--- config.mk ---
export PLATFORM = sky130hd
export DESIGN_NAME = ic_tail
export DESIGN_NICKNAME = d
export VERILOG_FILES = /design/src/design/ic_pkg.sv /design/src/design/ic_tail.sv
export SDC_FILE = /design/constraint.sdc
export NUM_CORES = 1
export LEC_CHECK = 0
export BUFFER_PORTS_ARGS = -buffer_cell sky130_fd_sc_hd__buf_2
export CAP_MARGIN = 20
export CELL_PAD_IN_SITES_DETAIL_PLACEMENT = 1
export CELL_PAD_IN_SITES_GLOBAL_PLACEMENT = 1
export CORE_MARGIN = 3
export CORE_UTILIZATION = 38
export DETAILED_ROUTE_END_ITERATION = 10
export PLACE_DENSITY_LB_ADDON = 0.15
export SYNTH_ARGS = -nofsm -noshare
export SYNTH_HDL_FRONTEND = slang
export SYNTH_SLANG_ARGS = --single-unit
--- constraint.sdc ---
create_clock -name clk -period 3.27 [get_ports clk]
set_clock_uncertainty 0.2 [all_clocks]
set_input_delay 0.8175 -clock clk [delete_from_list [all_inputs] [get_ports clk]]
set_output_delay 0.8175 -clock clk [all_outputs]
set_load 0.03 [all_outputs]
--- src/design/ic_pkg.sv ---
// Package with the constants and item types of the inversion counter.
`default_nettype none

package ic_pkg;

    // Number of cells, which is the number of values kept per sequence.
    localparam int MAX_LEN = 256;

    // Widths of the result and of the per-item greater-than count.
    localparam int TOTAL_W = 15;
    localparam int CNT_W   = $clog2(MAX_LEN + 1);

    // Largest total that the result field can show.
    localparam logic [TOTAL_W-1:0] TOTAL_MAX = {TOTAL_W{1'b1}};

    // Flipping the sign bit makes an unsigned compare order signed values.
    localparam logic [31:0] SIGN_BIAS = 32'h8000_0000;

    // One input item.
    typedef struct packed {
        logic signed [31:0] sample_value;
        logic               is_final;
    } sample_t;

    // One result item.
    typedef struct packed {
        logic [TOTAL_W-1:0] inversion_total;
        logic               length_overflow;
    } result_t;

    // A value travelling down the chain of cells.
    typedef struct packed {
        logic             vld;
        logic [31:0]      key;
        logic [CNT_W-1:0] cnt;
        logic             stored;
        logic             last;
    } token_t;

endpackage

`default_nettype wire

--- src/design/ic_tail.sv ---
// End of the chain: accumulates counts into the total and holds the result item.
`default_nettype none

module ic_tail (
    input  wire logic           clk,
    input  wire logic           rst_n,
    input  wire ic_pkg::token_t tok_in,
    input  wire logic           result_stall,
    output logic                advance,
    output logic                result_valid,
    output ic_pkg::result_t     result
);
    import ic_pkg::*;

    logic [TOTAL_W-1:0] total_reg;
    logic [TOTAL_W-1:0] total_next;
    logic               ovf_reg;
    logic               ovf_next;
    logic               result_valid_reg;
    logic               result_valid_next;
    result_t            result_reg;
    result_t            result_next;
    logic [TOTAL_W:0]   sum;
    logic               exit_last;

    // The chain halts only when a last item meets a full, stalled result register.
    assign advance   = !(result_valid_reg && result_stall && tok_in.vld && tok_in.last);
    assign exit_last = advance && tok_in.vld && tok_in.last;

    // Saturating accumulation of the items leaving the chain.
    always_comb
    begin
        sum         = {1'b0, total_reg} + (TOTAL_W + 1)'(tok_in.cnt);
        total_next  = total_reg;
        ovf_next    = ovf_reg;
        result_next = result_reg;
        if (advance && tok_in.vld)
        begin
            if (tok_in.stored)
            begin
                total_next = sum[TOTAL_W] ? TOTAL_MAX : sum[TOTAL_W-1:0];
            end
            else
            begin
                ovf_next = 1'b1;
            end
        end
        if (exit_last)
        begin
            result_next.inversion_total = total_next;
            result_next.length_overflow = ovf_next;
            total_next                  = '0;
            ovf_next                    = 1'b0;
        end
    end

    // Result register occupancy.
    always_comb
    begin
        if (exit_last)
        begin
            result_valid_next = 1'b1;
        end
        else if (!result_stall)
        begin
            result_valid_next = 1'b0;
        end
        else
        begin
            result_valid_next = result_valid_reg;
        end
    end

    // Control state.
    always_ff @(posedge clk or negedge rst_n)
    begin
        if (!rst_n)
        begin
            total_reg        <= '0;
            ovf_reg          <= 1'b0;
            result_valid_reg <= 1'b0;
        end
        else
        begin
            total_reg        <= total_next;
            ovf_reg          <= ovf_next;
            result_valid_reg <= result_valid_next;
        end
    end

    // Result payload.
    always_ff @(posedge clk)
    begin
        result_reg <= result_next;
    end

    assign result_valid = result_valid_reg;
    assign result       = result_reg;

endmodule

`default_nettype wire

; Word level (Yosys, flattened, before mapping)
; Index checks and enable logic that the tools add are counted.
[word_totals]
ff_bits = 33
inputBits = 47
out_inout_bits = 18
wordCells = 22
[classes]
addsub = 1
n_eq_ne = 1
n_mux = 9
reduce_logical = 6
[op_table]
columns = cell, n
row1 = $mux W15, 4
row2 = $add A15 B9 Y16, 1
row3 = $logic_and A1 B1 Y1, 5
row4 = $mux W1, 5
row5 = $ne A2 B1 Y1 const B, 1
row6 = $logic_not A1 Y1, 1

; Depth between registers and ports, before layout
[logic_depth]
word_depth = 7
ltp_mapped = 7

; Least setup slack after synthesis
; No wires, ideal clock.
[synth_path]
kind = input-to-reg
from = input tok_in[2] (netlist bit)
to = register result_reg (netlist bit result[7]) (data pin)
arrival_ps = 2459
required_ps = 2807
path_slack_ps = 348
cell_stages = 7
path_buffers = 0
cell_sequence = ha_1 fa_1 a211oi_1 o21ai_0 a21o_2 a211oi_2 a21oi_1
[synth_between]
elab_chain_cells = 4
[synth_rtl]
columns = item, line
row1 = "start, declared", ic_tail.sv:7  ; input wire ic_pkg::token_t tok_in,
row2 = $add A15 B9 Y16, ic_tail.sv:33  ; sum = {1'b0, total_reg} + (TOTAL_W + 1)'(tok_in.cnt);
row3 = $mux W15, ic_tail.sv:41  ; total_next = sum[TOTAL_W] ? TOTAL_MAX : sum[TOTAL_W-1:0];
row4 = $mux W15, ic_tail.sv:39  ; if (tok_in.stored)
row5 = $mux W15, ic_tail.sv:37  ; if (advance && tok_in.vld)
row6 = "end signal, assigned", ic_tail.sv:94  ; result_reg <= result_next;
row7 = "end, declared", ic_tail.sv:21  ; result_t result_reg;
; No other way between the ends.
; A chain may end at the register's enable or synchronous reset.

; Final worst setup path
; Same ends and word-level chain as after synthesis.

==> metrics <==
status=finished clean; hold slack=258 ps; Wirelength per Cell=16.6 microns; Clock Latency Late Sink=290 ps; crit path capture type=flop; Initial Util=40.8%; # port buffers=32; power density cells=625 mW/mm^2; Startpoint Class=input port; max cap viols=0; setup violators final=0; Root Buffer=clkbuf_8; GR Overflow Total=0; crit share post-route=87.9%; final worst slack=395 ps; n_diodes=0; Lkg Pwr=1.02 nW; Reg area=906 sq um; Fmax achieved=348 MHz; vias in the first global route=1,770; H-tree levels=2; Max Buffers Root-to-Sink=2; max FFs per register=16; initial antenna violation count=0; Syn Nets=242; share of layout cells above drive strength 1=28.7%; First-pass DRT Iterations=4; crit path time final=2870 ps; Worst Max-Slew Pin Slew=743 ps; WP data arrival=2680 ps; met3 Use GR=3.56%; Initial DRC Count=65; #FFs+latches synth=33; dpl cells=282; Setup TNS=0 ps; DRC errors left=0; commonest non-fill, non-tap cells in the layout=buf_2, nand2_1, dfrtp_1; GR peak layer=met2; GP Congestion=0.783; global-route wire length before repair=8.36 mm; met2 Use GR=31.0%; # rows=25; number of nets in the layout=279; syn avg cell area=10.8 sq um; largest net degree at the start of global routing=20; die width=78.7 microns; area delta synth->final=15.4%; CTS tree=yes; post-cts resize count=0; Place WS=61.3 ps; die area=0.00619 sq mm; Layout Cells excl Fill=290; EDFF count, synth=16; Final Hold Viols=0; total CTS buffers=5; most common cell after layout, fill and taps aside=buf_2; Worst-path clk slew=70 ps; Final Max Slew Viols=0; RSZ-0062 raised after global routing=no; worst min path class=in -> async; DP HPWL=3.71 mm; Post-CTS Setup Inserts=0; ys async rst share=51.5%; Post-DRT Antenna Nets=0; fillers=602; routed wire length=4.82 mm; met1 Track Usage GR=20.4%; sequential area share after synthesis=45.2%; Die H=78.7 microns; Yosys cell types=55; All-Layer GR Usage=17.1%; Hold-fix buffers, CTS=0; post-synth design cell area=0.00201 sq mm; io pins=65; detail-routed via count per cell=5.54; WS Path Type=in -> reg; multi-input combinational cell area=0.00104 sq mm; Cells after Synth=185; yosys warns=0; Core Region=0.00491 sq mm; Slew headroom=50.5%; CTS sink cnt=33; CP Max Fanout=3; routed vias=1,608; worst path required time=3070 ps; predominant post-synthesis flop cell=dfrtp_1; Worst R2R Path Depth=7; Peak supply drop=0.306 mV
cell families after synthesis:
| logic type | count (synthesis) | share of synthesized area [%] |
|---|---|---|
| muxes | 5 | 2.56 |
| xor gates and xnor gates | 3 | 1.31 |
| buffers and inverters | 8 | 2.74 |
| adders and majority gates | 10 | 6.61 |
| DFF | 33 | 45.2 |
| and+or+nand+nor | 69 | 18.2 |
| AOI/OAI and AO/OA | 57 | 23.5 |
worst max-delay path, stage by stage:
cell	delay, ps
buf_2	100
ha_1	220
fa_1	450
a211oi_1	310
o21ai_0	180
a21o_2	220
a211oi_2	280
a21oi_1	110
layout make-up:
class,count,share of cell area (%)
multi-input combinational,144,45.1
tap,67,3.62
sequential,33,39.1
timing repair buffer,35,7.89
clock buffer,5,2.97
inverter,3,0.486
clock inverter,3,0.757
stage by stage:
stage	power, mW	util, %	area, sq um
6_report	1.45	47.1	2310
3_3_place_gp	1.13	45.4	2230
5_1_grt	1.56	47.1	2310
4_1_cts	1.47	47.1	2310
3_5_place_dp	1.16	45.4	2230
2_1_floorplan	1.02	-	2010
cell usage after synthesis, drive strengths merged, types with 2 or more instances:
cell type	instances	area share [%]
inv	3	0.56
and3	3	0.94
nand2	20	3.7
a211oi	4	2.0
nand3	15	3.7
dfrtp	17	21
edfxtp	16	24
and2	4	1.4
a21o	5	2.0
o21ai	8	2.2
nor3b	2	0.75
buf	5	2.2
a21oi	16	4.7
nand4	5	1.9
nor2	10	1.9
mux2i	4	2.0
a311oi	2	1.2
o21bai	2	1.3
o2111ai	2	1.2
a31oi	9	3.6
xnor2	2	0.87
or2	3	0.94
or3	2	0.87
and4	2	0.87
ha	9	5.6
layer usage:
layer	wire, microns	part of all wire, %
met2	2490	52
met3	166	3.4
met5	0	0
met4	36	0.75
met1	2130	44
worst paths after layout:
path,start,slack [ps],end
max,tok_in[2],400,result[7]
min,rst_n,260,total_reg[4]
max reg2reg,total_reg[0],640,result[7]
min reg2reg,result_valid,350,result_valid
max in group asynchronous,rst_n,2300,result_valid
min in group clk,result_valid,350,result_valid
where the power goes:
group / internal (mW) / leakage [nW] / total [mW] / switching, mW
logic: 0.232 / 0.600 / 0.585 / 0.353
registers: 0.516 / 0.372 / 0.561 / 0.0450
clock network: 0.147 / 0.0439 / 0.301 / 0.154
Power figures use the tool's default switching activity.
