--- config.mk ---
export PLATFORM = sky130hd
export DESIGN_NAME = ic_cell
export DESIGN_NICKNAME = d
export VERILOG_FILES = /design/src/design/ic_pkg.sv /design/src/design/ic_cell.sv
export SDC_FILE = /design/constraint.sdc
export NUM_CORES = 1
export LEC_CHECK = 0
export BUFFER_PORTS_ARGS = -buffer_cell sky130_fd_sc_hd__buf_2
export CORE_MARGIN = 2
export CORE_UTILIZATION = 45
export DETAILED_ROUTE_END_ITERATION = 8
export PLACE_DENSITY_LB_ADDON = 0.12
export SLEW_MARGIN = 20
export SYNTH_ARGS = -nofsm -noshare
export SYNTH_HDL_FRONTEND = slang
export SYNTH_SLANG_ARGS = --single-unit
--- constraint.sdc ---
create_clock -name clk -period 2.65 [get_ports clk]
set_input_delay 0 -clock clk [delete_from_list [all_inputs] [get_ports clk]]
set_output_delay 0 -clock clk [all_outputs]
set_load 0.05 [all_outputs]
--- src/design/ic_pkg.sv ---
// Package with the constants and item types of the inversion counter.
`default_nettype none

package ic_pkg;

    // Number of cells, which is the number of values kept per sequence.
    localparam int MAX_LEN = 256;

    // Widths of the result and of the per-item greater-than count.
    localparam int TOTAL_W = 15;
    localparam int CNT_W   = $clog2(MAX_LEN + 1);

    // Largest total that the result field can show.
    localparam logic [TOTAL_W-1:0] TOTAL_MAX = {TOTAL_W{1'b1}};

    // Flipping the sign bit makes an unsigned compare order signed values.
    localparam logic [31:0] SIGN_BIAS = 32'h8000_0000;

    // One input item.
    typedef struct packed {
        logic signed [31:0] sample_value;
        logic               is_final;
    } sample_t;

    // One result item.
    typedef struct packed {
        logic [TOTAL_W-1:0] inversion_total;
        logic               length_overflow;
    } result_t;

    // A value travelling down the chain of cells.
    typedef struct packed {
        logic             vld;
        logic [31:0]      key;
        logic [CNT_W-1:0] cnt;
        logic             stored;
        logic             last;
    } token_t;

endpackage

`default_nettype wire

--- src/design/ic_cell.sv ---
// One cell of the chain: holds one value and counts it against passing items.
`default_nettype none

module ic_cell (
    input  wire logic          clk,
    input  wire logic          rst_n,
    input  wire logic          advance,
    input  wire ic_pkg::token_t tok_in,
    output ic_pkg::token_t     tok_out
);
    import ic_pkg::*;

    logic [31:0] held_key_reg;
    logic [31:0] held_key_next;
    logic        held_vld_reg;
    logic        held_vld_next;
    token_t      tok_reg;
    token_t      tok_next;
    logic        claim;
    logic        greater;

    // Compare the passing item with the held value and claim an empty cell.
    always_comb
    begin
        greater       = held_vld_reg && (held_key_reg > tok_in.key);
        claim         = tok_in.vld && !held_vld_reg && !tok_in.stored;
        tok_next      = tok_in;
        tok_next.cnt  = tok_in.cnt + CNT_W'(greater);
        held_key_next = held_key_reg;
        held_vld_next = held_vld_reg;
        if (claim)
        begin
            tok_next.stored = 1'b1;
            held_key_next   = tok_in.key;
            held_vld_next   = 1'b1;
        end
        // The last item of a sequence empties every cell behind it.
        if (tok_in.vld && tok_in.last)
        begin
            held_vld_next = 1'b0;
        end
    end

    // State of the cell: held value and the item passing through.
    always_ff @(posedge clk or negedge rst_n)
    begin
        if (!rst_n)
        begin
            held_key_reg <= '0;
            held_vld_reg <= 1'b0;
            tok_reg      <= '0;
        end
        else if (advance)
        begin
            held_key_reg <= held_key_next;
            held_vld_reg <= held_vld_next;
            tok_reg      <= tok_next;
        end
    end

    assign tok_out = tok_reg;

endmodule

`default_nettype wire

## Word level (Yosys, flattened, before mapping)

Index checks and enable logic that the tools add are counted.

| storage, ports and cells | value |
|---|---|
| output and inout port bits | 44 |
| input bits | 47 |
| logic and storage cells | 21 |
| register bits | 77 |

| operators by class | value |
|---|---|
| add/sub/neg operators | 1 |
| magnitude comparators | 1 |
| multiplexer cells | 3 |
| reductions and logical operators | 9 |

Operators with widths:

| kind | count |
|---|---|
| > comparator 32 bit | 1 |
| adder 9 x 1 -> 9 bit | 1 |
| logical AND 1 bit | 4 |
| AND reduction 2 bit | 2 |
| two-way mux 1 bit | 3 |
| zero test 1 bit | 2 |
| nonzero test 2 bit | 1 |

## Longest topological paths before layout

Gate-level depths: netlist (run 1).

| depth | value |
|---|---|
| word-level depth | 5 |
| depth in mapped cells | 13 |
| gate-level depth less buffers | 13 |

## Least setup slack after synthesis (run 1)

No wires, ideal clock.

| path | value |
|---|---|
| path type | reg-to-reg |
| start | register held_key_reg[14] |
| end | register tok_reg, in the netlist tok_out[10] |
| stages on the path, launching flop included | 13 |
| clock period less this slack | 2400 ps |
| required time | 2513 ps |
| buffers on the path | 0 |
| path slack | 250 ps |
| setup time | 137 ps |
| data arrival time | 2263 ps |
| cell sequence | dfrtp_1 > ha_1 > a21oi_1 > nand2_1 > a221o_1 > o311ai_1 > a21oi_1 > ha_1 > ha_1 > nand3_1 > nor2_1 > xnor2_1 > a21oi_1 |

| between the ends | value |
|---|---|
| word-level cells in the longest chain between the ends | 3 |

RTL lines:

| what | RTL line | text |
|---|---|---|
| from (decl) | ic_cell.sv:13 | `logic [31:0] held_key_reg;` |
| from (signal assigned) | ic_cell.sv:55 | `held_key_reg <= held_key_next;` |
| > comparator 32 bit | ic_cell.sv:25 | `greater = held_vld_reg && (held_key_reg > tok_in.key);` |
| logical AND 1 bit | ic_cell.sv:25 |  |
| adder 9 x 1 -> 9 bit | ic_cell.sv:28 | `tok_next.cnt = tok_in.cnt + CNT_W'(greater);` |
| to (signal assigned) | ic_cell.sv:57 | `tok_reg <= tok_next;` |
| to (decl) | ic_cell.sv:17 | `token_t tok_reg;` |

Every way passes these cells.
A chain may end at the register's enable or synchronous reset.

## Final worst setup path (run 1)

| path | value |
|---|---|
| start | register held_key_reg[6] |
| end | register tok_reg, in the netlist tok_out[9] |

Same word-level chain as after synthesis.

==> impl_metrics.json, run 1 <==
{
  "run_status": "finished clean",
  "hold_path.class": "input port to flop",
  "min_path_cells": 3,
  "first_global_vias": 2929,
  "layout.core_utilization_pct": 61.39,
  "grt_first_pass_wirelength_um": 13290,
  "largest_reg_flops": 44,
  "clock-skew-final_ns": 0.01109,
  "final_hold_violation_count": 0,
  "worstPathMaxFanout": 3,
  "final_common_cell": "sky130_fd_sc_hd__buf_2",
  "period_share_pct": 97.21,
  "p_leak_nw": 2.524,
  "synth.ff_latch_count": 77,
  "filler_cell_count": 720,
  "final_critical_path_setup_slack_ns": 0.07400,
  "nets": 531,
  "cts_tree": "yes",
  "post_synth.cell_area_avg_um2": 12.54,
  "cts_root_buf": "sky130_fd_sc_hd__clkbuf_8",
  "synth_fp_nets": 393,
  "reg2reg_slack_ns": 0.07,
  "final_cell_area_um2": 5275,
  "synth_seq_area_share_pct": 49.26,
  "die_area_um2": 9454,
  "synthesis.yosys.warnings": 0,
  "number_of_cts_inserted_buffers": 9,
  "r2r_cells": 10,
  "grt_setup_unrepaired": "true",
  "r2r_end": "tok_out[9]",
  "worst_vdd_rail_ir_drop_v": 0.0003336,
  "routed_via_density": 4.961,
  "maxSlewHeadroom_pct": 52.66,
  "synthesis.instances": 312,
  "vias": 2788,
  "detailedPlace.worstSlack_ns": -0.02742,
  "route.layer.met1.wl_um": 3611,
  "route.antenna.remaining_nets": 0,
  "port-buffer-count": 90,
  "insertedDiodeCount": 0,
  "global_route.usage.total_pct": 17.40,
  "die_h_um": 97.23,
  "global_route.overflow_total": 0,
  "floorplan.rows": 34,
  "timing_worst_setup_path_type": "flop to flop",
  "cts.sinks": 77,
  "critical_path.startpoint_type": "flop",
  "tightestPinTransition_ns": 0.7101,
  "grt_start_max_net_pins": 78,
  "drive_above_1_share_pct": 43.61,
  "clkLatencyLatePin_ns": 0.35,
  "netlist-cell-type-count": 30,
  "dpl.hpwl_um": 5035,
  "syn_area_um2": 3911,
  "wire_per_inst_um": 14.18,
  "antenna_found_initial": 0,
  "worst_hold_path.endpoint": "tok_out[5]",
  "critPathArrivalTime_ns": 2.77,
  "dr.pass1.iters": 4,
  "met2_length_um": 3940,
  "worst_ep_required_time_ns": 2.85,
  "route.met3.wl_um": 258,
  "design.core.area_um2": 8593,
  "detailed_place.area_um2": 4446,
  "max_freq_mhz": 388.2,
  "clock_tree.htree_level_count": 3,
  "drt_first_iter_violations": 78,
  "holdCritStartpoint": "tok_in[5]",
  "chipWidth_um": 97.23,
  "start_util_pct": 45.52,
  "power.density_nw_per_um2": 698.1,
  "path_clk_slew_ns": 0.08,
  "reg2reg_from": "held_key_reg[6]",
  "timing.final.crit_period_ns": 2.576,
  "floorplan.io_pins": 91,
  "area_delta_synth_final_pct": 34.87,
  "highest-signal-layer": "met4",
  "drc": 0,
  "final_max_slew_violation_count": 0,
  "worst_setup_path_end_kind": "flop",
  "mostFrequentLayoutCells": "88 x sky130_fd_sc_hd__buf_2, 77 x sky130_fd_sc_hd__dfrtp_1, 43 x sky130_fd_sc_hd__dlygate4sd3_1",
  "place.gp.congestion": 0.7647,
  "setup_viol": 0,
  "total_wire_length_after_detailed_routing_um": 7970,
  "cap_viol_max_count": 0,
  "cts_buffer_depth": 2
}
-- what timing repair did --
action,4_1_cts,5_1_grt
setup buffers,0,2
resized for setup,4,22
hold buffers,43,0
pin swaps,0,16
hold endpoints to repair,151,0
endpoints found under the setup margin,3,8
-- report_power, final --
group	switching, mW	total, mW	internal [mW]	leakage [nW]
clock network	0.419	0.897	0.478	0.101
registers	0.134	1.53	1.40	0.902
logic	0.668	1.25	0.586	1.52
total	1.22	3.68	2.46	2.52
-- metal layers --
layer / vias up / GRT usage (%)
met3: 15 / 2.950
met5: - / 0
met4: 0 / 7.158
met2: 63 / 29.81
li1: 1358 / -
met1: 1352 / 21.88
-- kinds of logic after synthesis --
family	count (synthesis)	share of synthesized area [%]
AOI/OAI and AO/OA	36	5.407
buffers and inverters	44	5.214
DFF	77	49.26
xor gates and xnor gates	7	1.568
adders and majority gates	34	10.88
and+or+nand+nor	48	5.982
muxes	66	21.69
-- worst max-delay path, cell delays in order (launching register included) --
cell,delay (ns)
sky130_fd_sc_hd__dfrtp_1,0.42
sky130_fd_sc_hd__ha_4,0.29
sky130_fd_sc_hd__nand4_1,0.20
sky130_fd_sc_hd__a2111oi_4,0.40
sky130_fd_sc_hd__o311ai_2,0.15
sky130_fd_sc_hd__a21oi_1,0.18
sky130_fd_sc_hd__ha_2,0.24
sky130_fd_sc_hd__nand3_1,0.18
sky130_fd_sc_hd__nor2_1,0.16
sky130_fd_sc_hd__xnor2_1,0.13
sky130_fd_sc_hd__a21oi_1,0.09
-- cells in the mapped netlist, drive strengths merged --
library cell,number,share of area [%]
a2111oi,1,0.22
a211oi,1,0.19
a21o,3,0.58
a21oi,22,2.8
a221o,2,0.51
a31oi,1,0.16
and3,1,0.16
and4bb,1,0.32
buf,9,1.9
clkbuf,1,0.096
dfrtp,77,49
ha,34,11
inv,34,3.3
mux2,66,22
nand2,10,0.96
nand3,10,1.3
nand4,7,1.1
nor2,15,1.4
nor2b,1,0.16
nor3,2,0.38
nor4,1,0.16
o211ai,1,0.19
o21ai,4,0.51
o311ai,1,0.22
xnor2,4,0.90
xor2,3,0.67
-- how the worst max path moves through the flow --
stage,from,end,cells after the start
2_1_floorplan,held_key_reg[14],tok_out[10],12
3_3_place_gp,held_key_reg[1],tok_out[10],12
3_5_place_dp,held_key_reg[1],tok_out[10],12
4_1_cts,held_key_reg[7],tok_out[10],12
5_1_grt,held_key_reg[1],tok_out[9],11
6_report,held_key_reg[6],tok_out[9],10
-- final cells by class --
cell class / instances / area, um^2 / area share, %
clock buffers: 11 / 151.4 / 2.870
clock inverters: 4 / 47.55 / 0.9013
inverters: 34 / 127.6 / 2.419
multi-input cells: 191 / 1967 / 37.29
flip-flops and latches: 77 / 1927 / 36.53
well taps: 108 / 135.1 / 2.562
repair buffers: 137 / 919.6 / 17.43
-- per-stage QoR --
stage	instances	TNS [ns]	hold WS, ns	power [mW]
floorplan	312	0	-0.2956	2.356
global placement	503	0	0.2099	2.623
detailed placement	503	-0.02742	0.2335	2.644
CTS	561	0	0.008560	3.622
global route	562	-0.1935	0.03564	3.906
finish	562	0	0.02065	3.683
Note: power is estimated with default switching activity, not from simulation.
==> run 2: changes to the inputs <==
--- a/config.mk
+++ b/config.mk
@@ -6,8 +6,10 @@
 export NUM_CORES = 1
 export LEC_CHECK = 0
 export BUFFER_PORTS_ARGS = -buffer_cell sky130_fd_sc_hd__buf_2
+export CELL_PAD_IN_SITES_DETAIL_PLACEMENT = 1
+export CELL_PAD_IN_SITES_GLOBAL_PLACEMENT = 1
 export CORE_MARGIN = 2
-export CORE_UTILIZATION = 45
+export CORE_UTILIZATION = 43
 export DETAILED_ROUTE_END_ITERATION = 8
 export PLACE_DENSITY_LB_ADDON = 0.12
 export SLEW_MARGIN = 20
==> run 2 against run 1 <==
  * Worst setup slack worse by 0.0060 ns
  * Utilization down 0.92 points
  * Power up 7.4%
  * Critical path type unchanged
  * Worst hold slack better by 0.0086 ns
  * Cell count up 0.71%
  * Sequential cell count unchanged
  * Critical path depth up 1
  * Wire length up 14%
  * Non-clock buffer count up 4
  * Sequential share of layout area down 0.16 points
  * Fmax down 0.23%
  * Die area up 4.5%
==> impl_metrics.json, run 2 (synthesis results as in run 1) <==
{
  "run_status": "finished clean",
  "setup_viol": 0,
  "start_util_pct": 44.63,
  "clkLatencyLatePin_ns": 0.34,
  "die_h_um": 99.37,
  "final_hold_violation_count": 0,
  "clock-skew-final_ns": 0.01314,
  "worstPathMaxFanout": 4,
  "grt_start_max_net_pins": 78,
  "nets": 535,
  "chipWidth_um": 99.37,
  "grt_first_pass_wirelength_um": 14750,
  "die_area_um2": 9874,
  "drt_first_iter_violations": 76,
  "largest_reg_flops": 44,
  "p_leak_nw": 2.569,
  "detailedPlace.worstSlack_ns": -0.06069,
  "critical_path.startpoint_type": "flop",
  "wire_per_inst_um": 16.03,
  "antenna_found_initial": 0,
  "cap_viol_max_count": 0,
  "most_repeated_library_cell_on_the_critical_path": "sky130_fd_sc_hd__ha_4",
  "dpl.hpwl_um": 5779,
  "drc": 0,
  "tns_ns": 0,
  "stdcell_count": 566,
  "route.antenna.remaining_nets": 0,
  "design.core.area_um2": 8763,
  "final_critical_path_setup_slack_ns": 0.06804,
  "floorplan.io_pins": 91,
  "place.gp.congestion": 0.7828,
  "vias": 2873,
  "final_common_cell": "sky130_fd_sc_hd__buf_2",
  "cp_cell_sequence": "ha_4, nor2b_4, o211ai_1, a2111oi_4, o311ai_2, a21oi_2, ha_2, ha_4, nand3_1, xor2_1, a21oi_1",
  "hold_path.class": "input port to flop",
  "worst_vdd_rail_ir_drop_v": 0.0003373,
  "worst_ep_required_time_ns": 2.85,
  "dr.pass1.iters": 4,
  "drive_above_1_share_pct": 42.79,
  "timing.final.crit_period_ns": 2.582,
  "area_delta_synth_final_pct": 35.48,
  "post-layout-total-power_mw": 3.956,
  "mostFrequentLayoutCells": "89 x sky130_fd_sc_hd__buf_2, 77 x sky130_fd_sc_hd__dfrtp_1, 43 x sky130_fd_sc_hd__dlygate4sd3_1",
  "insertedDiodeCount": 0,
  "placedCellCount": 503,
  "path_clk_slew_ns": 0.09,
  "final_max_slew_violation_count": 0,
  "cts_tree": "yes",
  "cp_slowest_cell": "sky130_fd_sc_hd__dfrtp_1",
  "floorplan.rows": 34,
  "timing_worst_setup_path_type": "flop to flop",
  "critPathArrivalTime_ns": 2.78,
  "tightestPinTransition_ns": 0.9953,
  "clock_tree.htree_level_count": 3,
  "global_route.usage.total_pct": 18.70,
  "final_cell_area_um2": 5299,
  "cts.sinks": 77,
  "port-buffer-count": 90,
  "detailed_place.area_um2": 4446,
  "routed_via_density": 5.076,
  "max_freq_mhz": 387.3,
  "global_route.overflow_total": 0,
  "cts_buffer_depth": 2,
  "first_global_vias": 3075,
  "power.density_nw_per_um2": 746.5,
  "maxSlewHeadroom_pct": 33.65,
  "grt_setup_unrepaired": "true",
  "total_wire_length_after_detailed_routing_um": 9075,
  "worst_setup_path_end_kind": "flop",
  "period_share_pct": 97.43,
  "number_of_cts_inserted_buffers": 9,
  "critical_path.max_stage_delay_ns": 0.43,
  "cts_root_buf": "sky130_fd_sc_hd__clkbuf_8"
}
==> run 2: cell types whose count changed in the layout (fill, tap and decap cells not counted), sizes merged <==
cell / change
clkinv: -2
buf: +4
clkinvlp: -1
bufinv: +3
==> run 2: what timing repair did <==
item,in CTS,in global routing
endpoints found under the hold margin,151,0
gates resized for setup,4,17
hold buffers,43,0
setup buffers,0,5
endpoints found under the setup margin,5,7
gates cloned,0,0
pin swaps,3,15
==> run 2: power by group <==
group	internal, mW	total (mW)	leakage (nW)	switching [mW]
registers	1.40	1.53	0.902	0.136
logic	0.574	1.25	1.54	0.678
clock network	0.743	1.17	0.130	0.427
total	2.71	3.96	2.57	1.24
==> run 2: final timing paths <==
check                                startpoint     endpoint  slack [ns]  cells past startpoint
worst max-delay path            held_key_reg[1]   tok_out[8]        0.07                     11
worst min-delay path                  tok_in[5]   tok_out[5]        0.03                      3
worst max register to register  held_key_reg[1]   tok_out[8]        0.07                     11
worst min register to register      tok_out[37]  tok_out[37]        0.50                      1
max in group asynchronous                 rst_n   tok_out[0]        1.64                      2
min in group asynchronous                 rst_n  tok_out[29]        0.37                      2
==> run 2: per-layer routing <==
metal | GRT usage, % | vias up | routed length [um]
met4 | 6.639 | 0 | 131
met1 | 22.76 | 1447 | 3886
met2 | 33.68 | 50 | 4807
li1 | - | 1367 | -
met3 | 2.741 | 9 | 250
met5 | 0 | - | 0
==> run 2: critical path, delay by kind of cell, from the launching register on <==
kind / cells / cell delay (ns)
AOI/OAI and AO/OA: 5 / 0.95
xor gates and xnor gates: 1 / 0.18
adders and majority gates: 3 / 0.68
DFF: 1 / 0.43
and+or+nand+nor: 2 / 0.22
==> run 2: cell type report <==
cell class / instances / area [um^2]
Clock buffer: 11 / 141.4
Clock inverter: 4 / 120.1
Fill cell: 907 / 3465
Inverter: 34 / 127.6
Multi-Input combinational cell: 191 / 1904
Sequential cell: 77 / 1927
Tap cell: 108 / 135.1
Timing Repair Buffer: 141 / 943.4
==> run 2: per-stage QoR <==
| stage | utilization [%] | hold WS, ns |
|---|---|---|
| detailed placement | 50.73 | 0.2180 |
| finish | 60.47 | 0.02929 |
| floorplan | - | -0.2956 |
| global placement | 50.73 | 0.2144 |
| CTS | 58.81 | 0.006226 |
| global route | 60.47 | 0.03323 |
